File: config.mk
export PLATFORM = sky130hd
export DESIGN_NAME = sorted_key_table
export DESIGN_NICKNAME = d
export VERILOG_FILES = /design/src/design/skt_pkg.sv /design/src/design/skt_ram.sv /design/src/design/skt_engine.sv /design/src/design/sorted_key_table.sv
export SDC_FILE = /design/constraint.sdc
export NUM_CORES = 2
export LEC_CHECK = 0
export BUFFER_PORTS_ARGS = -buffer_cell sky130_fd_sc_hd__buf_2
export CAP_MARGIN = 20
export CORE_MARGIN = 2
export CORE_UTILIZATION = 40
export DETAILED_ROUTE_END_ITERATION = 8
export PLACE_DENSITY = 0.63
export RECOVER_POWER = 25
export REMOVE_ABC_BUFFERS = 1
export SETUP_SLACK_MARGIN = 0.4
export SLEW_MARGIN = 10
export SYNTH_ARGS = -nofsm -noshare
export SYNTH_HDL_FRONTEND = slang
export SYNTH_SLANG_ARGS = --single-unit
File: constraint.sdc
create_clock -name clk_i -period 8.75 [get_ports clk_i]
set_input_delay 0 -clock clk_i [delete_from_list [all_inputs] [get_ports clk_i]]
set_output_delay 0 -clock clk_i [all_outputs]
set_load 0.1 [all_outputs]
File: src/design/skt_pkg.sv
package skt_pkg;

  localparam int CAPACITY  = 64;
  localparam int KEY_WIDTH = 32;
  localparam int IDX_W     = $clog2(CAPACITY);
  localparam int CNT_W     = IDX_W + 1;

  typedef enum logic [1:0] {
    KIND_SEARCH = 2'd0,
    KIND_INSERT = 2'd1,
    KIND_READ   = 2'd2,
    KIND_NONE   = 2'd3
  } kind_e;

  typedef enum logic [1:0] {
    STATUS_OK    = 2'd0,
    STATUS_FULL  = 2'd1,
    STATUS_RANGE = 2'd2
  } status_e;

  typedef enum logic [2:0] {
    ST_IDLE,
    ST_PROBE,
    ST_CMP,
    ST_SHIFT,
    ST_WRITE,
    ST_READ,
    ST_RDWAIT,
    ST_DONE
  } state_e;

  typedef struct packed {
    logic [1:0]                  kind;
    logic signed [KEY_WIDTH-1:0] key;
    logic [IDX_W-1:0]            read_index;
  } skt_in_t;

  typedef struct packed {
    logic                        found;
    logic [CNT_W-1:0]            position;
    logic signed [KEY_WIDTH-1:0] entry_value;
    logic [CNT_W-1:0]            entries_now;
    status_e                     status;
  } skt_out_t;

  typedef struct packed {
    logic idle;
    logic done;
  } skt_ctl_t;

endpackage

File: src/design/skt_ram.sv
module skt_ram
  import skt_pkg::*;
(
  input  logic                 clk_i,
  input  logic                 we_i,
  input  logic [IDX_W-1:0]     waddr_i,
  input  logic [KEY_WIDTH-1:0] wdata_i,
  input  logic                 re_i,
  input  logic [IDX_W-1:0]     raddr_i,
  output logic [KEY_WIDTH-1:0] rdata_o
);

  logic [KEY_WIDTH-1:0] mem [CAPACITY];
  logic [KEY_WIDTH-1:0] rdata_q;

  always_ff @(posedge clk_i) begin
    if (we_i) begin
      mem[waddr_i] <= wdata_i;
    end
  end

  always_ff @(posedge clk_i) begin
    if (re_i) begin
      rdata_q <= mem[raddr_i];
    end
  end

  assign rdata_o = rdata_q;

endmodule

File: src/design/skt_engine.sv
module skt_engine
  import skt_pkg::*;
(
  input  logic     clk_i,
  input  logic     rst_ni,
  input  logic     start_i,
  input  skt_in_t  item_i,
  input  logic     res_take_i,
  output skt_ctl_t ctl_o,
  output skt_out_t res_o
);

  state_e state_q, state_d;

  kind_e                       kind_q, kind_d;
  logic signed [KEY_WIDTH-1:0] key_q, key_d;
  logic [IDX_W-1:0]            ridx_q, ridx_d;
  logic [CNT_W-1:0]            lo_q, lo_d;
  logic [CNT_W-1:0]            hx_q, hx_d;
  logic [IDX_W-1:0]            mid_q, mid_d;
  logic                        found_q, found_d;
  logic [CNT_W-1:0]            pos_q, pos_d;
  logic [CNT_W-1:0]            sh_q, sh_d;
  logic                        wpend_q, wpend_d;
  logic [IDX_W-1:0]            wadr_q, wadr_d;
  logic signed [KEY_WIDTH-1:0] val_q, val_d;
  status_e                     status_q, status_d;
  logic [CNT_W-1:0]            count_q, count_d;

  logic                 mem_we, mem_re;
  logic [IDX_W-1:0]     mem_waddr, mem_raddr;
  logic [KEY_WIDTH-1:0] mem_wdata, mem_rdata;

  logic [CNT_W:0]       mid_sum;
  logic [IDX_W-1:0]     mid_calc;
  logic [CNT_W-1:0]     sh_dec;
  logic                 probe_live, key_lt, key_gt, key_eq;
  logic                 search_end, do_shift;
  logic [CNT_W-1:0]     end_pos;

  skt_ram u_ram (
    .clk_i   (clk_i),
    .we_i    (mem_we),
    .waddr_i (mem_waddr),
    .wdata_i (mem_wdata),
    .re_i    (mem_re),
    .raddr_i (mem_raddr),
    .rdata_o (mem_rdata)
  );

  // The probe window is [lo, hx); mid equals (low + high) / 2 with high = hx - 1.
  assign mid_sum    = {1'b0, lo_q} + {1'b0, hx_q} - {{CNT_W{1'b0}}, 1'b1};
  assign mid_calc   = mid_sum[IDX_W:1];
  assign probe_live = (lo_q < hx_q);
  assign sh_dec     = sh_q - {{(CNT_W-1){1'b0}}, 1'b1};

  assign key_lt = (key_q < $signed(mem_rdata));
  assign key_gt = (key_q > $signed(mem_rdata));
  assign key_eq = !key_lt && !key_gt;

  assign search_end = ((state_q == ST_PROBE) && !probe_live) ||
                      ((state_q == ST_CMP) && key_eq);
  assign end_pos    = (state_q == ST_PROBE) ? lo_q : {1'b0, mid_q};
  assign do_shift   = (kind_q == KIND_INSERT) && (count_q < CNT_W'(CAPACITY));

  // Next state.
  always_comb begin
    state_d = state_q;
    unique case (state_q)
      ST_IDLE: begin
        if (start_i) begin
          unique case (kind_e'(item_i.kind))
            KIND_SEARCH, KIND_INSERT: state_d = ST_PROBE;
            KIND_READ:                state_d = ST_READ;
            KIND_NONE:                state_d = ST_DONE;
          endcase
        end
      end
      ST_PROBE, ST_CMP: begin
        if (search_end) begin
          state_d = do_shift ? ST_SHIFT : ST_DONE;
        end else begin
          state_d = (state_q == ST_PROBE) ? ST_CMP : ST_PROBE;
        end
      end
      ST_SHIFT: begin
        if (sh_q <= pos_q) begin
          state_d = ST_WRITE;
        end
      end
      ST_WRITE:  state_d = ST_DONE;
      ST_READ:   state_d = ({1'b0, ridx_q} < count_q) ? ST_RDWAIT : ST_DONE;
      ST_RDWAIT: state_d = ST_DONE;
      ST_DONE: begin
        if (res_take_i) begin
          state_d = ST_IDLE;
        end
      end
      default:   state_d = ST_IDLE;
    endcase
  end

  // Memory port control and status outputs.
  always_comb begin
    mem_we    = 1'b0;
    mem_waddr = wadr_q;
    mem_wdata = mem_rdata;
    mem_re    = 1'b0;
    mem_raddr = mid_calc;
    unique case (state_q)
      ST_PROBE: begin
        mem_re    = probe_live;
        mem_raddr = mid_calc;
      end
      ST_SHIFT: begin
        mem_we    = wpend_q;
        mem_waddr = wadr_q;
        mem_wdata = mem_rdata;
        mem_re    = (sh_q > pos_q);
        mem_raddr = sh_dec[IDX_W-1:0];
      end
      ST_WRITE: begin
        mem_we    = 1'b1;
        mem_waddr = pos_q[IDX_W-1:0];
        mem_wdata = key_q;
      end
      ST_READ: begin
        mem_re    = ({1'b0, ridx_q} < count_q);
        mem_raddr = ridx_q;
      end
      default: begin
      end
    endcase
  end

  assign ctl_o.idle = (state_q == ST_IDLE);
  assign ctl_o.done = (state_q == ST_DONE);

  assign res_o.found       = found_q;
  assign res_o.position    = pos_q;
  assign res_o.entry_value = val_q;
  assign res_o.entries_now = count_q;
  assign res_o.status      = status_q;

  // Datapath registers.
  always_comb begin
    kind_d   = kind_q;
    key_d    = key_q;
    ridx_d   = ridx_q;
    lo_d     = lo_q;
    hx_d     = hx_q;
    mid_d    = mid_q;
    found_d  = found_q;
    pos_d    = pos_q;
    sh_d     = sh_q;
    wpend_d  = 1'b0;
    wadr_d   = wadr_q;
    val_d    = val_q;
    status_d = status_q;
    count_d  = count_q;

    unique case (state_q)
      ST_IDLE: begin
        if (start_i) begin
          kind_d   = kind_e'(item_i.kind);
          key_d    = item_i.key;
          ridx_d   = item_i.read_index;
          lo_d     = '0;
          hx_d     = count_q;
          found_d  = 1'b0;
          pos_d    = '0;
          val_d    = '0;
          status_d = STATUS_OK;
        end
      end
      ST_PROBE: begin
        mid_d = mid_calc;
      end
      ST_CMP: begin
        if (key_lt) begin
          hx_d = {1'b0, mid_q};
        end else if (key_gt) begin
          lo_d = {1'b0, mid_q} + {{(CNT_W-1){1'b0}}, 1'b1};
        end else begin
          found_d = 1'b1;
        end
      end
      ST_SHIFT: begin
        if (sh_q > pos_q) begin
          wpend_d = 1'b1;
          wadr_d  = sh_q[IDX_W-1:0];
          sh_d    = sh_dec;
        end
      end
      ST_WRITE: begin
        count_d = count_q + {{(CNT_W-1){1'b0}}, 1'b1};
      end
      ST_READ: begin
        if ({1'b0, ridx_q} >= count_q) begin
          status_d = STATUS_RANGE;
        end
      end
      ST_RDWAIT: begin
        val_d = $signed(mem_rdata);
      end
      default: begin
      end
    endcase

    if (search_end) begin
      pos_d   = end_pos;
      sh_d    = count_q;
      wpend_d = 1'b0;
      if (kind_q == KIND_INSERT && !do_shift) begin
        status_d = STATUS_FULL;
      end
    end
  end

  always_ff @(posedge clk_i or negedge rst_ni) begin
    if (!rst_ni) begin
      state_q <= ST_IDLE;
      count_q <= '0;
      wpend_q <= 1'b0;
    end else begin
      state_q <= state_d;
      count_q <= count_d;
      wpend_q <= wpend_d;
    end
  end

  always_ff @(posedge clk_i) begin
    kind_q   <= kind_d;
    key_q    <= key_d;
    ridx_q   <= ridx_d;
    lo_q     <= lo_d;
    hx_q     <= hx_d;
    mid_q    <= mid_d;
    found_q  <= found_d;
    pos_q    <= pos_d;
    sh_q     <= sh_d;
    wadr_q   <= wadr_d;
    val_q    <= val_d;
    status_q <= status_d;
  end

  a_count_bound : assert property (@(posedge clk_i) disable iff (!rst_ni)
    count_q <= CNT_W'(CAPACITY))
    else $error("entry count above capacity");

  a_write_only_insert : assert property (@(posedge clk_i) disable iff (!rst_ni)
    mem_we |-> (state_q == ST_SHIFT || state_q == ST_WRITE))
    else $error("store written outside an insert");

  a_write_has_room : assert property (@(posedge clk_i) disable iff (!rst_ni)
    (state_q == ST_WRITE) |-> (count_q < CNT_W'(CAPACITY)))
    else $error("insert into a full table");

  a_count_step : assert property (@(posedge clk_i) disable iff (!rst_ni)
    (state_q == ST_WRITE) |=> (count_q == $past(count_q) + CNT_W'(1)))
    else $error("count did not advance after insert");

  a_window : assert property (@(posedge clk_i) disable iff (!rst_ni)
    (state_q == ST_PROBE) |-> (lo_q <= hx_q))
    else $error("probe window inverted");

endmodule

File: src/design/sorted_key_table.sv
// Sorted key table: keeps up to 64 signed 32-bit keys in ascending order in a
// single-port-write, single-port-read synchronous memory.
// Input channel: in_valid_i, in_stall_o, in_data_i (kind, key, read_index).
// A transaction is accepted on a rising edge with valid high and stall low.
// The block works on one transaction at a time and stalls the input while busy.
// Output channel: out_valid_o, out_stall_i, out_data_o; exactly one result
// per input transaction, in order.
// From acceptance to the result in the output register: a search runs up to
// 7 probes, each a memory read in the probe state and a compare in the compare
// state, and ends on an empty window or an equal key. An insert then moves each
// entry from the position up by one slot, one move per shift step, and stores
// the key in the write state; an insert into a full table only searches. A read
// fetches the entry, or reports a range status when the index is beyond the
// count; the unused kind goes straight to the result. No new transaction is
// taken until the result has left the engine and it is back in idle.
// Reset clears the entry count and all control state; no clearing pass of the
// key memory is needed, since only entries below the count are ever read.
// When the receiver stalls, the result holds in the output register and the
// block may accept and finish one more transaction, which then waits inside.
module sorted_key_table
  import skt_pkg::*;
(
  input  logic     clk_i,
  input  logic     rst_ni,
  input  logic     in_valid_i,
  output logic     in_stall_o,
  input  skt_in_t  in_data_i,
  output logic     out_valid_o,
  input  logic     out_stall_i,
  output skt_out_t out_data_o
);

  skt_ctl_t ctl;
  skt_out_t res;
  logic     start;
  logic     take;

  logic     out_valid_q, out_valid_d;
  skt_out_t out_data_q, out_data_d;

  // The engine takes new work only from its idle state.
  assign in_stall_o = !ctl.idle;
  assign start      = in_valid_i && ctl.idle;

  // A finished result moves into the output register when it is empty or
  // its current content leaves this cycle.
  assign take = ctl.done && (!out_valid_q || !out_stall_i);

  skt_engine u_engine (
    .clk_i      (clk_i),
    .rst_ni     (rst_ni),
    .start_i    (start),
    .item_i     (in_data_i),
    .res_take_i (take),
    .ctl_o      (ctl),
    .res_o      (res)
  );

  always_comb begin
    out_valid_d = out_valid_q;
    out_data_d  = out_data_q;
    if (take) begin
      out_valid_d = 1'b1;
      out_data_d  = res;
    end else if (out_valid_q && !out_stall_i) begin
      out_valid_d = 1'b0;
    end
  end

  always_ff @(posedge clk_i or negedge rst_ni) begin
    if (!rst_ni) begin
      out_valid_q <= 1'b0;
    end else begin
      out_valid_q <= out_valid_d;
    end
  end

  always_ff @(posedge clk_i) begin
    out_data_q <= out_data_d;
  end

  assign out_valid_o = out_valid_q;
  assign out_data_o  = out_data_q;

endmodule

; ---- Word-level counts from Yosys, hierarchy flattened
; Memory sizes are Yosys's and may differ from the RTL's. A register that Yosys moved wholly into a read port is not among the register bits.
; Cells that the tools add are included.
[word_totals]
regBits = 176
latch_bits = 0
ramBits = 2048
rom_bits = 0
word_cells = 136
memories = 1
[mem_list]
columns = memory, words, width, read_ports, rd_ports_with_merged_regs, write_ports, line_no
row1 = u_engine.u_ram.mem, 64, 32, 1, 1, 1, skt_ram.sv:13  ; logic [KEY_WIDTH-1:0] mem [CAPACITY];
[op_classes]
add_sub_neg = 5
mul = 0
div = 0
magnitude_cmp = 8
n_eq_ne = 18
n_shift = 0
mux = 45
bitwise_logic = 0
n_reduce_logical = 38
[ops]
columns = op, count
row1 = $mux W7, 11
row2 = $mux W32, 2
row3 = $pmux W32 S2, 1
row4 = $gt A32 B32 Y1, 1
row5 = $lt A32 B32 Y1, 1
row6 = $pmux W7 S2, 2
row7 = $pmux W3 S6, 1
row8 = $mux W3, 5
row9 = $reduce_bool A2 Y1, 7
row10 = $sub A7 B1 Y7 const B, 2
row11 = $eq A3 B3 Y1 const B, 4
row12 = $pmux W6 S2, 1
row13 = $mux W1, 11
row14 = $mux W2, 5
row15 = $ne A2 B1 Y1 const B, 5
row16 = $reduce_and A2 Y1, 5
row17 = $pmux W3 S3, 1
row18 = $logic_and A1 B1 Y1, 8
row19 = $reduce_and A4 Y1, 2
row20 = $add A6 B1 Y7 const B, 1
row21 = $add A7 B1 Y7 const B, 1
row22 = $add A7 B7 Y7, 1
row23 = $ge A6 B7 Y1, 1
row24 = $gt A7 B7 Y1, 1
row25 = 19 further kinds, 34

; ---- Depth between registers and ports, before layout
[depth]
ltp_word = 7
ltp_mapped = 16

; ---- Modules after synthesis
; From an unflattened synthesis, not the netlist that was laid out.
[hier_totals]
cells_unflattened = 4010
area_unflattened_um2 = 87164.8
[by_module_without_submodules]
columns = mod, instances, cells_per_inst, area_per_inst_um2
row1 = skt_ram, 1, 3324, 78835.6
row2 = skt_engine, 1, 632, 6804.0
row3 = sorted_key_table, 1, 54, 1525.2

; ---- Worst setup path before layout
; No wires, ideal clock.
[synth_timing]
path_type = register -> register
startpoint = reg u_engine.state_q[0]
endpoint = mem u_engine.u_ram.mem[0][31], data pin
setup_time_ps = 702
t_arrival_ps = 4113
t_required_ps = 8048
slack_ps = 3935
path_stages_with_launch = 8
path_cell_list = dfrtp_1 buf_2 buf_1 nor2_1 clkbuf_1 clkbuf_1 clkbuf_1 o21ai_0
[synth_via]
elab_chain_len = 2
[synth_rtl]
columns = item, line_no
row1 = "start, declared", skt_engine.sv:13  ; state_e state_q, state_d;
row2 = "start signal, assigned", skt_engine.sv:226  ; state_q <= state_d;
row3 = $eq A3 B3 Y1, skt_engine.sv:110  ; unique case (state_q)
row4 = $mux W32, skt_engine.sv:110
row5 = via u_engine.mem_wdata[31], skt_engine.sv:32  ; logic [KEY_WIDTH-1:0] mem_wdata, mem_rdata;
row6 = "end, declared", skt_ram.sv:13
; The timed path passes the listed nets, and every way through them passes these cells.

; ---- Worst setup path in the final report
[layout_timing]
startpoint = reg u_engine.state_q[1]
endpoint = mem u_engine.u_ram.mem[18][1], data pin
; Same word-level chain as after synthesis.

==> impl_metrics.env <==
export IMPL_status="complete, but fails checks"
export IMPL_violations="capacitance limit, slew limit"
export IMPL_layout_drive_gt1_share_pct=9.97
export IMPL_cts_htree_levels=4
export IMPL_post_cts_resized=0
export IMPL_yosysWarnings=0
export IMPL_nFillCells=18600
export IMPL_yosysSeqAreaShare_pct=76.6
export IMPL_crit_required_ns=9.39
export IMPL_io_buffers=94
export IMPL_cts_buffers=220
export IMPL_clock_sinks=2256
export IMPL_highest_layer="met5"
export IMPL_final_nets=6034
export IMPL_hold_ws_ns=0.156
export IMPL_cts_tree="built"
export IMPL_drv_slew=1080
export IMPL_slew_headroom_pct=-232
export IMPL_cts_setup_buffers=0
export IMPL_drcViolationCount=0
export IMPL_hold_viol_final=0
export IMPL_cts_root_buf="clkbuf_16"
export IMPL_tightest_slew_ns=4.93
export IMPL_ys_types=61
export IMPL_post_dp_hpwl_um=150000
export IMPL_core_area_um2=220000
export IMPL_ioPinCount=95
export IMPL_die_h_um=474
export IMPL_skew_ns=0.0503
export IMPL_min_period_over_period_pct=84.8
export IMPL_die_x_um=474
export IMPL_start_util_pct=40.2
export IMPL_rsz0062_at_grt="no"
export IMPL_grt_remaining_overflow=0
export IMPL_wl_per_cell_um=29.7
export IMPL_syn_area_um2=88300
export IMPL_cts_buffer_depth=3
export IMPL_worstPathMaxFanout=49
export IMPL_route_met2_wl_um=122000
export IMPL_critPathSlowestCell="o21ai_0"
export IMPL_wl_met1_um=104000
export IMPL_crit_top_cell="buf_4"
export IMPL_grt_start_max_net_pins=153
export IMPL_row_count=172
export IMPL_drt_iter0_markers=7719
export IMPL_avgViaCountPerCell=5.86
export IMPL_wl_met3_um=30300
export IMPL_synth_edff_count=2242
export IMPL_post_route_min_period_ns=7.42
export IMPL_track_usage_pct=23.4
export IMPL_drt_wl_total_um=269000
export IMPL_grt_pass1_vias=50500
export IMPL_setup_violations_final=0
export IMPL_num_vias=53100
export IMPL_clock_latency_ns=0.90
export IMPL_avgSynthCellArea_um2=15.5
export IMPL_cp_start_kind="register"
export IMPL_gp_congestion=0.887
export IMPL_worstSetupEndpointType="register"
export IMPL_slowest_delay_ns=3.53
export IMPL_synth_cells=5687
export IMPL_synth_ff_type="edfxtp_1"
export IMPL_timing_max_cap_violations=27
export IMPL_design_die_area_um2=225000
export IMPL_cp_arrival_ns=8.06
export IMPL_postCtsHoldBufs=86
export IMPL_critical_path_class="register to register"
export IMPL_drtPass1Iterations=6
export IMPL_ant_nets=0
export IMPL_hp_class="primary input to register"
export IMPL_clkTransAtPathRegs_ns=0.06
export IMPL_async_flop_share_pct=0.532
export IMPL_grt_pass1_wl_um=377000
export IMPL_area_delta_synth_final_pct=14.5
export IMPL_synth_seq_cells=2256
export IMPL_crit_chain="inv_1, nand2_1, nor2_4, clkbuf_1, buf_4, o21ai_0, buf_4"
export IMPL_antenna_found_initial=20
export IMPL_fmax_mhz=135
## worst max-delay path: cells and delay by family (launching register included)
kind                   cells  cell delay, ns
AO/OA/AOI/OAI              1            3.53
flip-flops                 1            0.84
buffers and inverters      4            2.50
AND/OR/NAND/NOR            2            0.25
## final cells by class
cell class / instances / area, µm² / share of cell area [%]
diodes: 4 / 10.0 / 0.00989
multi-input cells: 3013 / 19800 / 19.5
clock buffers: 270 / 5710 / 5.65
flip-flops and latches: 2256 / 67700 / 66.9
clock inverters: 127 / 1230 / 1.21
repair buffers: 352 / 2780 / 2.75
inverters: 82 / 308 / 0.304
well taps: 2958 / 3700 / 3.66
## metrics by stage
step	setup slack [ns]	util (%)	area (µm²)	TNS, ns	instances
global route	1.11	46.0	101000	0	9058
global placement	2.60	42.6	93600	0	8569
detailed placement	2.59	42.6	93700	0	8574
floorplan	-21.14	-	87000	-675.85	5351
finish	1.33	46.1	101000	0	9062
CTS	2.60	46.2	101000	0	9057
## synth_stat cells (all sizes together), types with 4 or more instances
cell / number / area [µm²]
edfxtp: 2242 / 67300
nand2: 864 / 3240
mux2i: 643 / 6440
nand3: 287 / 1440
o22ai: 255 / 1600
clkbuf: 195 / 732
o21ai: 193 / 966
a21oi: 157 / 786
buf: 141 / 651
nand4: 137 / 857
a32oi: 129 / 1130
nor2: 93 / 352
inv: 81 / 304
ha: 64 / 801
nor3: 37 / 185
or4: 33 / 248
a21o: 14 / 105
dfrtp: 12 / 300
xnor2: 11 / 96.3
nor2b: 8 / 50.1
and2: 7 / 43.8
mux2: 7 / 78.8
xor2: 7 / 61.3
nand2b: 6 / 37.5
nor3b: 5 / 37.5
o31ai: 5 / 37.5
or3: 5 / 31.3
a21boi: 4 / 30.0
## cell families (layout without fill, tap and decap cells)
logic type | Yosys count | count (layout) | synth area share, %
buffers and inverters | 418 | 831 | 1.91
other | 0 | 4 | 0
multiplexers | 650 | 650 | 7.37
flip-flops | 2256 | 2256 | 76.6
adder cells (fa/ha/maj) | 65 | 65 | 0.929
XOR/XNOR | 18 | 18 | 0.178
AO/OA/AOI/OAI | 784 | 784 | 5.52
AND/OR/NAND/NOR | 1496 | 1496 | 7.50
## sequential cells by signal, indices dropped and copies added, names as in the netlist, 6 cells and up
name and cells:
out_data_o 49, u_engine.count_q 7, u_engine.hx_q 7, u_engine.key_q 32
u_engine.lo_q 7, u_engine.mid_q 6, u_engine.pos_q 7, u_engine.ridx_q 6
u_engine.sh_q 7, u_engine.u_ram.mem 2048, u_engine.u_ram.rdata_o 32, u_engine.val_q 32
u_engine.wadr_q 6
## worst paths after layout
kind,startpoint,end,cells past startpoint,slack [ns]
max,u_engine.state_q[1],u_engine.u_ram.mem[18][1],7,1.33
min,in_data_i[39],u_engine.state_q[2],5,0.16
max reg2reg,u_engine.state_q[1],u_engine.u_ram.mem[18][1],7,1.33
min reg2reg,u_engine.val_q[0],out_data_o[9],0,0.42
max in group asynchronous,rst_ni,out_valid_o,3,8.12
min in group asynchronous,rst_ni,u_engine.count_q[2],3,0.24
## cell usage in the layout, fill, tap and decap left out, types with 33 or more instances in the layout
| master | synthesis | layout |
|---|---|---|
| clkinv_2 | 0 | 37 |
| clkbuf_16 | 0 | 221 |
| nand3_1 | 287 | 286 |
| clkbuf_1 | 195 | 114 |
| a32oi_1 | 129 | 129 |
| inv_1 | 81 | 81 |
| clkinv_1 | 1 | 51 |
| dlygate4sd3_1 | 0 | 86 |
| mux2i_1 | 643 | 643 |
| or4_1 | 33 | 33 |
| ha_1 | 64 | 64 |
| nor3_1 | 37 | 35 |
| o21ai_0 | 119 | 100 |
| nand4_1 | 137 | 137 |
| o22ai_1 | 255 | 255 |
| a21oi_1 | 157 | 156 |
| o21ai_1 | 74 | 75 |
| edfxtp_1 | 2242 | 2242 |
| buf_2 | 94 | 41 |
| nor2_4 | 0 | 67 |
| nand2_1 | 864 | 860 |
| buf_4 | 1 | 135 |
## routing by layer
metal | up-vias | global-route usage, %
met4 | 20 | 10.7
met3 | 537 | 5.45
met1 | 27000 | 31.7
met2 | 3088 | 36.0
li1 | 22400 | -
met5 | - | 0
Power is left out: the tool's default activity adds up to more than one toggle a clock period on the data nets, which glitch-free logic cannot reach.
